<file path="src/hdl/chip8_pkg.sv">
// Shared types, opcode constants and font table for the CHIP-8 instruction core.
package chip8_pkg;

    localparam int ADDR_W     = 12;
    localparam int MEM_BYTES  = 4096;
    localparam int FONT_BYTES = 80;
    localparam logic [ADDR_W-1:0] DISP_BASE = 12'd80;

    // Item codes
    typedef enum logic [2:0] {
        OP_EXEC  = 3'd0,
        OP_TICK  = 3'd1,
        OP_KEY   = 3'd2,
        OP_WRITE = 3'd3,
        OP_READ  = 3'd4,
        OP_SETPC = 3'd5
    } item_op_t;

    // Opcode groups (top nibble)
    localparam logic [3:0] OPG_SYS  = 4'h0;
    localparam logic [3:0] OPG_JP   = 4'h1;
    localparam logic [3:0] OPG_CALL = 4'h2;
    localparam logic [3:0] OPG_SE   = 4'h3;
    localparam logic [3:0] OPG_SNE  = 4'h4;
    localparam logic [3:0] OPG_SEV  = 4'h5;
    localparam logic [3:0] OPG_LD   = 4'h6;
    localparam logic [3:0] OPG_ADD  = 4'h7;
    localparam logic [3:0] OPG_ALU  = 4'h8;
    localparam logic [3:0] OPG_SNEV = 4'h9;
    localparam logic [3:0] OPG_LDI  = 4'hA;
    localparam logic [3:0] OPG_JPV  = 4'hB;
    localparam logic [3:0] OPG_RND  = 4'hC;
    localparam logic [3:0] OPG_DRW  = 4'hD;
    localparam logic [3:0] OPG_KEY  = 4'hE;
    localparam logic [3:0] OPG_MISC = 4'hF;

    // 8xyN sub-operations
    localparam logic [3:0] ALU_MOV = 4'h0;
    localparam logic [3:0] ALU_OR  = 4'h1;
    localparam logic [3:0] ALU_AND = 4'h2;
    localparam logic [3:0] ALU_XOR = 4'h3;
    localparam logic [3:0] ALU_ADD = 4'h4;
    localparam logic [3:0] ALU_SUB = 4'h5;
    localparam logic [3:0] ALU_SHR = 4'h6;
    localparam logic [3:0] ALU_SBN = 4'h7;
    localparam logic [3:0] ALU_SHL = 4'hE;

    localparam logic [11:0] NNN_CLS = 12'h0E0;
    localparam logic [11:0] NNN_RET = 12'h0EE;

    localparam logic [7:0] KK_SKP   = 8'h9E;
    localparam logic [7:0] KK_SKNP  = 8'hA1;
    localparam logic [7:0] KK_LDDT  = 8'h07;
    localparam logic [7:0] KK_WAITK = 8'h0A;
    localparam logic [7:0] KK_SETDT = 8'h15;
    localparam logic [7:0] KK_SETST = 8'h18;
    localparam logic [7:0] KK_ADDI  = 8'h1E;
    localparam logic [7:0] KK_FONT  = 8'h29;
    localparam logic [7:0] KK_BCD   = 8'h33;
    localparam logic [7:0] KK_STORE = 8'h55;
    localparam logic [7:0] KK_LOAD  = 8'h65;

    // Multi-cycle work an instruction needs after its execute step
    typedef enum logic [2:0] {
        K_DONE,
        K_CLS,
        K_DRAW,
        K_BCD,
        K_STORE,
        K_LOAD
    } exec_kind_t;

    typedef enum logic [4:0] {
        ST_CLEAR,
        ST_IDLE,
        ST_DISPATCH,
        ST_F_HI,
        ST_F_LO,
        ST_F_DEC,
        ST_VX,
        ST_VY,
        ST_EXEC,
        ST_CLS,
        ST_D_SPR,
        ST_D_A,
        ST_D_AW,
        ST_D_BW,
        ST_BCD,
        ST_STORE,
        ST_LD_RD,
        ST_LD_WR,
        ST_DONE
    } ctrl_state_t;

    typedef struct packed {
        ctrl_state_t step;
        logic        latch;
        logic        out_load;
    } dp_cmd_t;

    typedef struct packed {
        item_op_t   item_op;
        logic       waiting;
        exec_kind_t kind;
        logic       clr_last;
        logic       cls_last;
        logic       cnt_zero;
        logic       blk_last;
        logic       bcd_last;
    } dp_status_t;

    // Hex font, five rows of four pixels per glyph
    localparam logic [19:0] GLYPH [16] = '{
        20'hF999F, 20'h26227, 20'hF1F8F, 20'hF1F1F,
        20'h99F11, 20'hF8F1F, 20'hF8F9F, 20'hF1244,
        20'hF9F9F, 20'hF9F1F, 20'hF9F99, 20'hE9E9E,
        20'hF888F, 20'hE999E, 20'hF8F8F, 20'hF8F88
    };

    function automatic logic [7:0] font_byte(input logic [6:0] a);
        logic [7:0] b;
        b = '0;
        for (int g = 0; g < 16; g++) begin
            for (int r = 0; r < 5; r++) begin
                if (a == 7'(g * 5 + r)) begin
                    b = {GLYPH[g][19 - 4 * r -: 4], 4'h0};
                end
            end
        end
        return b;
    endfunction

endpackage

</file>
<file path="src/hdl/chip8_ctrl.sv">
// Sequencer state machine for the CHIP-8 core.
module chip8_ctrl
    import chip8_pkg::*;
(
    input  logic       clk,
    input  logic       rst_n,
    input  logic       in_valid,
    output logic       in_ready,
    output logic       out_valid,
    input  logic       out_ready,
    input  dp_status_t status,
    output dp_cmd_t    cmd
);

    ctrl_state_t state_reg, state_next;
    logic        out_valid_reg, out_valid_next;
    logic        out_load;

    always_ff @(posedge clk or negedge rst_n)
    begin
        if (!rst_n)
        begin
            state_reg     <= ST_CLEAR;
            out_valid_reg <= 1'b0;
        end
        else
        begin
            state_reg     <= state_next;
            out_valid_reg <= out_valid_next;
        end
    end

    always_comb
    begin
        state_next = state_reg;
        in_ready   = 1'b0;
        out_load   = 1'b0;
        case (state_reg)
            ST_CLEAR:    if (status.clr_last) state_next = ST_IDLE;
            ST_IDLE:
            begin
                in_ready = 1'b1;
                if (in_valid) state_next = ST_DISPATCH;
            end
            ST_DISPATCH:
            begin
                if (status.item_op == OP_EXEC && !status.waiting) state_next = ST_F_HI;
                else                                               state_next = ST_DONE;
            end
            ST_F_HI:     state_next = ST_F_LO;
            ST_F_LO:     state_next = ST_F_DEC;
            ST_F_DEC:    state_next = ST_VX;
            ST_VX:       state_next = ST_VY;
            ST_VY:       state_next = ST_EXEC;
            ST_EXEC:
            begin
                case (status.kind)
                    K_CLS:   state_next = ST_CLS;
                    K_DRAW:  state_next = ST_D_SPR;
                    K_BCD:   state_next = ST_BCD;
                    K_STORE: state_next = ST_STORE;
                    K_LOAD:  state_next = ST_LD_RD;
                    default: state_next = ST_DONE;
                endcase
            end
            ST_CLS:      if (status.cls_last) state_next = ST_DONE;
            ST_D_SPR:    state_next = ST_D_A;
            ST_D_A:      state_next = ST_D_AW;
            ST_D_AW:     state_next = ST_D_BW;
            ST_D_BW:     state_next = status.cnt_zero ? ST_DONE : ST_D_SPR;
            ST_BCD:      if (status.bcd_last) state_next = ST_DONE;
            ST_STORE:    if (status.blk_last) state_next = ST_DONE;
            ST_LD_RD:    state_next = ST_LD_WR;
            ST_LD_WR:    state_next = status.blk_last ? ST_DONE : ST_LD_RD;
            ST_DONE:
            begin
                out_load = !out_valid_reg || out_ready;
                if (out_load) state_next = ST_IDLE;
            end
            default:     state_next = ST_IDLE;
        endcase
    end

    always_comb
    begin
        if (out_load)       out_valid_next = 1'b1;
        else if (out_ready) out_valid_next = 1'b0;
        else                out_valid_next = out_valid_reg;
    end

    assign out_valid    = out_valid_reg;
    assign cmd.step     = state_reg;
    assign cmd.latch    = in_ready && in_valid;
    assign cmd.out_load = out_load;

endmodule

</file>
<file path="config.mk">
export PLATFORM = sky130hd
export DESIGN_NAME = chip8_ctrl
export DESIGN_NICKNAME = d
export VERILOG_FILES = /design/src/hdl/chip8_pkg.sv /design/src/hdl/chip8_ctrl.sv
export SDC_FILE = /design/constraint.sdc
export NUM_CORES = 1
export LEC_CHECK = 0
export ABC_AREA = 1
export BUFFER_PORTS_ARGS = -buffer_cell sky130_fd_sc_hd__buf_4
export CAP_MARGIN = 20
export CELL_PAD_IN_SITES_DETAIL_PLACEMENT = 0
export CELL_PAD_IN_SITES_GLOBAL_PLACEMENT = 1
export CORE_AREA = 3 3 42 81
export DETAILED_ROUTE_END_ITERATION = 12
export DIE_AREA = 0 0 45 84
export PLACE_DENSITY_LB_ADDON = 0.1
export SETUP_SLACK_MARGIN = 0.02
export SYNTH_ARGS = -nofsm -noshare
export SYNTH_HDL_FRONTEND = slang
export SYNTH_SLANG_ARGS = --single-unit
</file>
<file path="constraint.sdc">
create_clock -name clk -period 1.3 [get_ports clk]
set_clock_uncertainty 0.15 [all_clocks]
set_input_delay 0.195 -clock clk [delete_from_list [all_inputs] [get_ports clk]]
set_output_delay 0.195 -clock clk [all_outputs]
set_load 0.02 [all_outputs]
</file>
==> Yosys cells after proc, flatten, opt, wreduce, memory -nomap -nowiden <==
Index checks and enable logic that the tools add are counted.
{ "op_classes": {"eq_ne": 29, "muxes": 15, "reduce_logical": 9} }
{ "ops": {"columns": ["cell", "count"], "rows": [
  ["$pmux W5 S19", 1],
  ["$eq A5 B4 Y1 const B", 8],
  ["$mux W5", 8],
  ["$pmux W5 S5", 1],
  ["$eq A5 B3 Y1 const B", 4],
  ["$eq A5 B5 Y1 const B", 3],
  ["$ne A2 B2 Y1 const B", 6],
  ["$eq A5 B2 Y1 const B", 2],
  ["$eq A3 B2 Y1 const B", 2],
  ["$eq A3 B3 Y1 const B", 2],
  ["$reduce_and A6 Y1", 1],
  ["$eq A5 B1 Y1 const B", 1],
  ["$logic_not A5 Y1", 1],
  ["$mux W1", 4],
  ["$eq A3 B1 Y1 const B", 1],
  ["$logic_not A3 Y1", 1],
  ["$logic_and A1 B1 Y1", 2],
  ["$logic_not A1 Y1", 2],
  ["$mux W2", 1],
  ["$reduce_bool A2 Y1", 1],
  ["$logic_or A1 B1 Y1", 1]
]} }
{ "totals": {"regBits": 6, "out_inout_bits": 9, "elab_cells": 55} }

==> Logic depth before layout (Yosys ltp) <==
{ "depth": {"ltp_word": 4, "depth_mapped": 11, "ltp_nobuf": 11} }

==> Worst setup path before layout <==
OpenSTA, ideal clock, no wires.
{ "synth_timing": {"kind": "reg2reg", "from": "register state_reg[1]", "to": "register state_reg[1]", "t_arrival_ns": 1.298, "setup_slack_ns": -0.265, "path_stages_with_launch": 11, "synth_period_minus_slack_ns": 1.565, "path_cell_list": "dfrtp_1 inv_2 nand2_2 nor2_2 nand2_4 inv_2 nand2_2 nand2_1 nor2_2 nand2_1 nand2_1"} }
{ "synth_between": {"elab_chain_cells": 3, "word_cells_on_any_way": 27, "classes_between": "eq/ne (24); mux (1); reduce/logical (2)"} }
{ "synth_rtl": {"columns": ["item", "line", "rtl"], "rows": [
  ["from (decl)", "chip8_ctrl.sv:15", "ctrl_state_t state_reg, state_next;"],
  ["from (signal assigned)", "chip8_ctrl.sv:28", "state_reg <= state_next;"],
  ["$eq A5 B5 Y1 (tied with other cells)", "chip8_ctrl.sv:38", "case (state_reg)"],
  ["$ne A2 B2 Y1 (no source line)", null, null],
  ["$reduce_and A6 Y1 (no source line)", null, null]
]} }
Several ways; a longest one is shown, not always the timed one.
A chain may end at the register's enable or synchronous reset.

==> impl_metrics.json <==
{
  "p_clk_share_pct": 8.3,
  "numCtsBuffers": 3,
  "grt_max_degree": 8,
  "wirelength_um": 3430,
  "ios": 25,
  "cpPeakStageDelay_ns": 0.46,
  "syn_to_final_growth_pct": 95.5,
  "max-slew-margin-rel_pct": 82.5,
  "synth_nets": 162,
  "ys_ff_latch": 6,
  "syn_inst": 145,
  "tns_ns": -2.52,
  "clk_latency_ns": 0.23,
  "slowest_stage": "dfrtp_2",
  "netlist_area_sq_um": 828,
  "die_h_um": 84,
  "post_drt_wl_per_cell_um": 14.2,
  "max_cap_violations": 0,
  "vias_per_cell": 4.77,
  "clk_pin_slew_worst_paths_ns": 0.04,
  "cts_tree": "done",
  "power_leakage_uw": 0.000874,
  "drive_gt1_share_pct": 57.3,
  "yosys_warnings": 0,
  "fin_area_sq_mm": 0.00162,
  "violations": "negative setup slack",
  "drt.antenna.violating_nets": 0,
  "start_util_pct": 29.2,
  "max_freq_mhz": 609,
  "dpl_cell_area_sq_mm": 0.00124,
  "route.detailed.drc": 0,
  "num_rows": 27,
  "ys_top_cells_by_count": "nand2_1 (41), inv_1 (18), nand3_1 (18)",
  "post-route-min-period_ns": 1.64,
  "clockBufferDepth": 2,
  "yosysSeqAreaShare_pct": 18.1,
  "p_sw_share_pct": 48.5,
  "port_buffers": 24,
  "grt_pass1_wl_um": 5530,
  "yosysTopAreaCell": "nand2_1",
  "drv_slew": 0,
  "postSynthAreaPerCell_sq_um": 5.71,
  "tightest_slew_ns": 0.261,
  "p_comb_share_pct": 80.0,
  "first_global_vias": 1233,
  "p_sw_uw": 1810,
  "ir_drop_uv": 1450,
  "path_cells": "buf_6 > nor2_4 > nand2_2 > nor2_1 > buf_4",
  "clock-sinks": 6,
  "crit_family": "flip-flops",
  "h-tree-depth": 1,
  "holdCritPathClass": "input pin to flop",
  "critPathRequiredTime_ns": 0.95,
  "critPathLaunchType": "flop",
  "grtUsageTotal_pct": 20.1,
  "hold_slack_ns": 0.137,
  "clockRootBuffer": "clkbuf_8",
  "core_sq_mm": 0.00284,
  "yosysMostFrequentCell": "nand2_1",
  "synth_edf_count": 0,
  "rsz0062_at_grt": "yes",
  "critPathBufInv": 2,
  "synth_ff_type": "dfrtp_1",
  "p_int_uw": 1920,
  "path_max_fanout": 4,
  "synth_area_leaders": "nand2_1 (19%), dfrtp_1 (18%), nand3_1 (11%)",
  "endpoint_kind": "primary output",
  "overflow": 0,
  "vias": 1155,
  "crit_type": "flop to primary output",
  "worstPathArrival_ns": 1.30,
  "synth_top_area_share_pct": 18.6,
  "async_flop_share_pct": 100,
  "gp_congestion": 1.00,
  "place_hpwl_um": 2720,
  "final.period_utilization_pct": 126,
  "drt_iter0_markers": 17,
  "run_status": "complete, but fails checks",
  "layout.nets": 231,
  "finalSetupViolCount": 10,
  "utilization_pct": 57.1,
  "synthDistinctLibCells": 24,
  "dieArea_sq_mm": 0.00378,
  "first_pass_iters": 4,
  "setup_ws_ns": -0.341,
  "antenna_found_initial": 0,
  "power.density_mw_per_mm2": 2310,
  "hold_violations": 0,
  "largest_register_ffs": 5,
  "n_antenna_cell": 0,
  "p_seq_share_pct": 11.6,
  "die_width_um": 45
}
## repair_timing
item	in CTS	in global routing
hold endpoints to repair	6	0
endpoints found under the setup margin	13	12
buffers inserted	15	4
hold buffers	1	0
pin swaps	8	19
gates resized for setup	18	35
cloned	0	0
## through the flow
step	instances	setup WS (ns)	total power (uW)
after floorplan	145	-0.171	1680
after global placement	220	-0.339	2610
after detailed placement	220	-0.328	2620
after CTS	240	-0.327	3400
after global routing	242	-0.408	4040
final	242	-0.341	3730
## placed cells by master, fill, tap and decap left out
| cell | n |
|---|---|
| or2_2 | 1 |
| nand4_1 | 1 |
| nor2_1 | 13 |
| buf_6 | 21 |
| nor2_2 | 7 |
| dfrtp_2 | 5 |
| nand2_4 | 5 |
| buf_4 | 44 |
| clkbuf_1 | 1 |
| nor3_4 | 1 |
| dfrtp_1 | 1 |
| clkbuf_8 | 3 |
| a22oi_2 | 1 |
| ha_1 | 1 |
| o21ai_2 | 2 |
| nor3_2 | 2 |
| o21ai_1 | 2 |
| inv_1 | 15 |
| a21oi_1 | 1 |
| dlygate4sd3_1 | 1 |
| a21oi_2 | 2 |
| o22ai_1 | 1 |
| nand2_8 | 1 |
| nand2_1 | 36 |
| nand3_2 | 4 |
| inv_2 | 3 |
| nor2_4 | 9 |
| inv_4 | 4 |
| nand3_1 | 16 |
| nand2_2 | 6 |
| o21ai_0 | 2 |
| inv_6 | 1 |
## worst register-to-register path, cell delays in order, from the launching register on
cell and delay [ns]:
dfrtp_2 0.46, buf_6 0.15, nor2_4 0.16, nand2_4 0.08, nor2_4 0.13, nand2_2 0.07, a21oi_2 0.12, nor2_2 0.05
nand2_1 0.07, nand2_1 0.05, nand2_1 0.06
## layer usage
layer	vias to the layer above	part of all wire [%]	track usage, %
met1	505	31	19.6
met3	20	4.4	2.38
met4	0	8.1	14.7
met5	-	0	0
li1	591	-	-
met2	39	56	35.3
## final cells by class
class | instances | area (sq um)
multi-input cells | 114 | 703
flip-flops and latches | 6 | 156
clock buffers | 4 | 45.0
inverters | 23 | 101
repair buffers | 66 | 577
well taps | 29 | 36.3
fillers | 309 | 1220
## path summary, 6_finish.rpt
path / start / to / slack [ns] / cells after the start
worst min register to register: out_valid / out_valid / 0.51 / 3
worst max register to register: state_reg[0] / state_reg[0] / -0.31 / 10
min in group asynchronous: rst_n / out_valid / 0.17 / 2
worst min-delay path: out_ready / out_valid / 0.14 / 3
worst max-delay path: state_reg[0] / cmd[0] / -0.34 / 5
max in group asynchronous: rst_n / state_reg[3] / 0.70 / 2
## cells by family after synthesis
group	count (synthesis)	synth area share, %
AO/OA/AOI/OAI	11	8.01
flip-flops	6	18.1
AND/OR/NAND/NOR	102	59.7
buffers and inverters	25	12.7
adder cells (fa/ha/maj)	1	1.51
## power by group through the flow
stage                     Combinational, uW  Clock (uW)  Sequential [uW]
after floorplan                        1190           0              490
after global placement                 2180           0              436
after detailed placement               2180           0              442
after CTS                              2670         315              407
after global routing                   3260         332              448
final                                  2990         312              434
No activity file was read; power rests on OpenSTA's default activity.
